--- src/rtl/ornf_div.sv ---
`default_nettype none
module ornf_div #(
	parameter int W = 36
) (
	input  wire logic                clk,
	input  wire logic                arst_n,
	input  wire logic                start,
	input  wire logic signed [W-1:0] dividend,
	input  wire logic [3:0]          divisor,
	output logic                     done,
	output logic signed [W-1:0]      quotient
);

	localparam int CNTW = $clog2(W + 1);

	logic            busy_q;
	logic [CNTW-1:0] cnt_q;
	logic [3:0]      rem_q;
	logic [W-1:0]    quo_q;
	logic [3:0]      dvs_q;
	logic            neg_q;
	logic [4:0]      trial;
	logic            ge;
	logic [4:0]      diff;

	assign trial = {rem_q, quo_q[W-1]};
	assign ge    = trial >= {1'b0, dvs_q};
	assign diff  = trial - {1'b0, dvs_q};

	always_ff @(posedge clk or negedge arst_n) begin
		if (!arst_n) begin
			busy_q <= 1'b0;
			cnt_q  <= '0;
			done   <= 1'b0;
		end else begin
			done <= 1'b0;
			if (start) begin
				busy_q <= 1'b1;
				cnt_q  <= '0;
			end else if (busy_q) begin
				cnt_q <= cnt_q + CNTW'(1);
				if (cnt_q == CNTW'(W - 1)) begin
					busy_q <= 1'b0;
					done   <= 1'b1;
				end
			end
		end
	end

	always_ff @(posedge clk) begin
		if (start) begin
			neg_q <= dividend[W-1];
			quo_q <= dividend[W-1] ? (~dividend + W'(1)) : dividend;
			rem_q <= '0;
			dvs_q <= divisor;
		end else if (busy_q) begin
			rem_q <= ge ? diff[3:0] : trial[3:0];
			quo_q <= {quo_q[W-2:0], ge};
		end
	end

	assign quotient = neg_q ? $signed(~quo_q + W'(1)) : $signed(quo_q);

endmodule
`default_nettype wire

--- config.mk ---
export PLATFORM = sky130hd
export DESIGN_NAME = ornf_div
export DESIGN_NICKNAME = d
export VERILOG_FILES = /design/src/rtl/ornf_div.sv
export SDC_FILE = /design/constraint.sdc
export NUM_CORES = 1
export LEC_CHECK = 0
export ABC_AREA = 1
export BUFFER_PORTS_ARGS = -buffer_cell sky130_fd_sc_hd__buf_2
export CAP_MARGIN = 0
export CELL_PAD_IN_SITES_DETAIL_PLACEMENT = 1
export CELL_PAD_IN_SITES_GLOBAL_PLACEMENT = 2
export CORE_ASPECT_RATIO = 1.1
export CORE_MARGIN = 3
export CORE_UTILIZATION = 28
export DETAILED_ROUTE_END_ITERATION = 10
export GPL_TIMING_DRIVEN = 0
export HOLD_SLACK_MARGIN = 0.02
export MAX_ROUTING_LAYER = met4
export PLACE_DENSITY = 0.82
export SYNTH_ARGS = -nofsm -noshare
export SYNTH_HDL_FRONTEND = slang
export SYNTH_SLANG_ARGS = --single-unit
--- constraint.sdc ---
create_clock -name clk -period 1.7 [get_ports clk]
set_input_delay 0.085 -clock clk [delete_from_list [all_inputs] [get_ports clk]]
set_output_delay 0.085 -clock clk [all_outputs]
set_load 0.005 [all_outputs]
==> metrics list <==
- Slowest stage delay, CP: 0.48 ns
- CP Class: register to output pin
* Synth Cell Area: around 4400 um^2
- Effective utilization at floorplan: between 20 and 30%
* Bufs on Longest Clock Path: 2
* Slew at the pin with the worst max-slew slack: about 0.52 ns
- 0 antenna diodes ended up in the layout.
* Pwr Density: 816 nW/um^2
- Traced cell by cell, the critical path runs through buf_4, nor2_1, nand3_1, o21ai_0, nand3_2, xor2_1, buf_2.
- The number of clock buffers added by TritonCTS is 5.
* DR WL/cell: about 17 um
- Of all nets on the critical path, the largest fanout is 3.
- The clock reaches the later pin of the worst-skew pair after 0.30 ns.
- Period minus WS final: 2.05 ns
* Most used cells in the layout excluding fill and tap cells: sky130_fd_sc_hd__nand2_1, sky130_fd_sc_hd__buf_2, sky130_fd_sc_hd__nand3_1
- Maximum capacitance violations: 0
- The floorplan step set the die width to 125 um.
- At the worst endpoint, the required time is ~1.6 ns.
- Measured against the total synthesized area, the mux share comes to 0%.
- Global routing used about a fifth of the available tracks.
- Final critical-path setup slack: -0.352 ns
- Standard-cell row count: 47
- Fraction of final layout cells sized beyond drive strength 1: between 20% and 30%
* Final global-route overflow total: 0
* Post-Synthesis Net Count: roughly 680
- Net count reported at finish: 821
- Maximum number of pins on one net before global-route repair: 20
* Arithmetic-cell share of the synthesized area counting full adders, half adders and majority gates: 2.46%
- In this run, distinct cell masters in the synthesized netlist total 38.
- After synthesis the netlist holds a flip-flop and latch count of 53.
- The worst setup path is captured at an output pin.
- STA classifies the critical path startpoint as a register.
- Across all hold checks on the routed design, the worst slack comes to roughly 0.045 ns.
- For this block, the initial DRC count from the detailed router was 260.
* Synthesized-area fraction occupied by and/or/nand/nor cells: around 37%
* Combinational family with the most area after synthesis: simple AND/OR/NAND/NOR gates
- Post-Synthesis Cells: 632
- Height of the die: 137 um
- Setup slack on the worst reg-to-reg path comes out at roughly 0.090 ns.
- HPWL after detailed placement: between 10 and 15 mm
- Synthesis warning total: 0
* Area after detailed placement: 5020 um^2
- Final cell count without fillers: slightly below 1000
* Max Clock Skew: between 0.003 and 0.004 ns
* Number of antenna violations at the first check in global routing: 0
- Number of nets still failing antenna checks after routing: 0
- Setup repair after global routing could not meet its margin everywhere.
- Once placement completed, the tool counted placed cells totaling slightly above 900.
- Share of the synthesized area in compound gates (AO/OA/AOI/OAI): 9.49%
- Post-route core utilization: 38.8%
* # clock sinks: 53
- DR DRC count: 0
- The die covers 17200 um^2.
- Detailed routing inserted a total of 4673 vias.
- The total count of hold-check failures in the final report is 0.
* Worst slack at placement: -0.428 ns
* Worst hold path type: input pin to register
* Worst ir drop on vdd: 0.000380 V
* Area delta synth->final: 34.4%
- In this run the tightest slew margin relative to its limit is 65.2%.
- Final weighted congestion in routability-driven placement: 0.888
* Xor-xnor portion of the synthesized cell area: 8.80%
* Violations in the final reports: setup timing
- Drt first pass iters: 5
* LEAKAGE: ~0.0027 uW
- Mean post-synth cell area: 6.93 um^2
- The H-tree generated during clock tree synthesis spans 2 levels.
- Arrival @ worst endpoint: about 2 ns
- Number of max-slew violations in the final report: 0
- TritonCTS clock tree: yes
* # port buffers: 79
- Setup violations remaining at the end of the flow were counted as 32.
* Ports placed on the boundary: 80
* Post-CTS clock slew at the launch and capture registers of the worst setup and hold paths: 0.07 ns
- Post-route fraction of the period consumed by the critical path: 121%
- Via count normalized by instance count: just under 5
* Via count of the first global-routing pass: 5064
* Max Clock Freq: slightly below 0.5 GHz
- Result of the run: finished with violations
* Core ar.: 15200 um^2
- The first global-routing pass estimated 25.9 mm of wire.
* Most common cell after layout, fill and taps aside: sky130_fd_sc_hd__nand2_1
- Root buffer cell: sky130_fd_sc_hd__clkbuf_16
* Register area share after synthesis: 34.5%
- Summed area of non-filler cells in the final layout: 5890 um^2
* Overall routed net length: 16.1 mm
- CP max-delay cell: sky130_fd_sc_hd__edfxtp_1
[through the flow]
step	power, uW	setup TNS, ns
after floorplan	2630	0
after global placement	3180	-14.89
after detailed placement	3240	-17.91
after CTS	4730	-7.14
after global routing	5110	-11.21
final	4810	-7.95
[cell type report]
type	count	area (um^2)
multi-input cells	496	2800
plain buffers	17	93.8
clock buffers	6	129
well taps	196	245
inverters	66	251
repair inverters	1	7.51
repair buffers	130	817
clock inverters	2	33.8
fillers	1890	9290
flip-flops and latches	53	1510
[kinds of logic after synthesis]
logic type	Yosys count
buffers and inverters	83
AO/OA/AOI/OAI	75
XOR/XNOR	44
adder cells (fa/ha/maj)	8
flip-flops	53
AND/OR/NAND/NOR	369
[final timing paths]
check                                  start      endpoint  depth (start not counted)
min in group asynchronous             arst_n          done                          2
max in group asynchronous             arst_n      cnt_q[5]                          2
worst max register to register      dvs_q[2]      quo_q[0]                          8
worst min-delay path            dividend[35]         neg_q                          1
worst min register to register      rem_q[3]      rem_q[3]                          2
worst max-delay path               quo_q[25]  quotient[34]                          7
[cell usage after synthesis]
cell / number / area (um^2)
sky130_fd_sc_hd__a22o_1: 1 / 8.76
sky130_fd_sc_hd__or2_2: 4 / 25.0
sky130_fd_sc_hd__dfrtp_1: 8 / 200
sky130_fd_sc_hd__buf_1: 1 / 3.75
sky130_fd_sc_hd__dfxtp_1: 4 / 80.1
sky130_fd_sc_hd__nor2_2: 8 / 50.1
sky130_fd_sc_hd__o22ai_1: 1 / 6.26
sky130_fd_sc_hd__nor2_4: 2 / 22.5
sky130_fd_sc_hd__o21ai_1: 13 / 65.1
sky130_fd_sc_hd__and2_1: 1 / 6.26
sky130_fd_sc_hd__xor2_1: 33 / 289
sky130_fd_sc_hd__nand2_2: 5 / 31.3
sky130_fd_sc_hd__ha_1: 7 / 87.6
sky130_fd_sc_hd__nand4_1: 13 / 81.3
sky130_fd_sc_hd__nor3_1: 7 / 35.0
sky130_fd_sc_hd__nand3_1: 72 / 360
sky130_fd_sc_hd__buf_4: 2 / 15.0
sky130_fd_sc_hd__fa_1: 1 / 20.0
sky130_fd_sc_hd__o21ai_0: 41 / 205
sky130_fd_sc_hd__a21oi_1: 9 / 45.0
sky130_fd_sc_hd__inv_1: 66 / 248
sky130_fd_sc_hd__edfxtp_1: 41 / 1230
sky130_fd_sc_hd__clkbuf_2: 1 / 5.00
sky130_fd_sc_hd__a31oi_1: 1 / 6.26
sky130_fd_sc_hd__clkbuf_1: 5 / 18.8
sky130_fd_sc_hd__nor2_1: 75 / 282
sky130_fd_sc_hd__nor3_2: 1 / 10.0
sky130_fd_sc_hd__xnor2_1: 11 / 96.3
sky130_fd_sc_hd__o21ai_4: 1 / 16.3
sky130_fd_sc_hd__buf_2: 7 / 35.0
sky130_fd_sc_hd__o21ai_2: 2 / 17.5
sky130_fd_sc_hd__o211ai_1: 3 / 22.5
sky130_fd_sc_hd__o31ai_1: 3 / 22.5
sky130_fd_sc_hd__nand3_2: 2 / 20.0
sky130_fd_sc_hd__buf_6: 1 / 11.3
sky130_fd_sc_hd__or2_0: 1 / 6.26
sky130_fd_sc_hd__nor3_4: 2 / 32.5
sky130_fd_sc_hd__nand2_1: 176 / 661
[routing by layer]
layer	wire length (um)	vias to the layer above	GRT usage (%)
met5	0	-	-
met4	182	0	4.52
met3	387	10	1.80
met2	8080	77	33.8
met1	7460	2234	24.0
li1	-	2352	-
[report_power, final]
part,leakage [uW],switching (uW),internal [uW]
sequential,0.000580,164,1590
combinational,0.00203,1070,830
clock,0.0000785,460,691
total,0.00269,1700,3110
[flip-flops by register name, indices dropped and copies added (netlist names)]
signal / count
neg_q: 1
rem_q: 4
dvs_q: 4
cnt_q: 6
done: 1
busy_q: 1
quo_q: 36
[repair_timing]
action | CTS | global route
hold buffers | 5 | 0
cloned | 1 | 0
pin swaps | 22 | 14
endpoints found under the setup margin | 72 | 37
gates resized for setup | 51 | 32
buffers inserted | 44 | 6
hold endpoints to repair | 12 | 0
[worst max-delay path: cells and delay by family (launching register included)]
family          cells  cell delay, ns
buf+inv             2            0.33
compound gates      1            0.39
xor+xnor            1            0.16
flops               1            0.48
simple gates        3            0.32
Note: power is estimated with default switching activity, not from simulation.
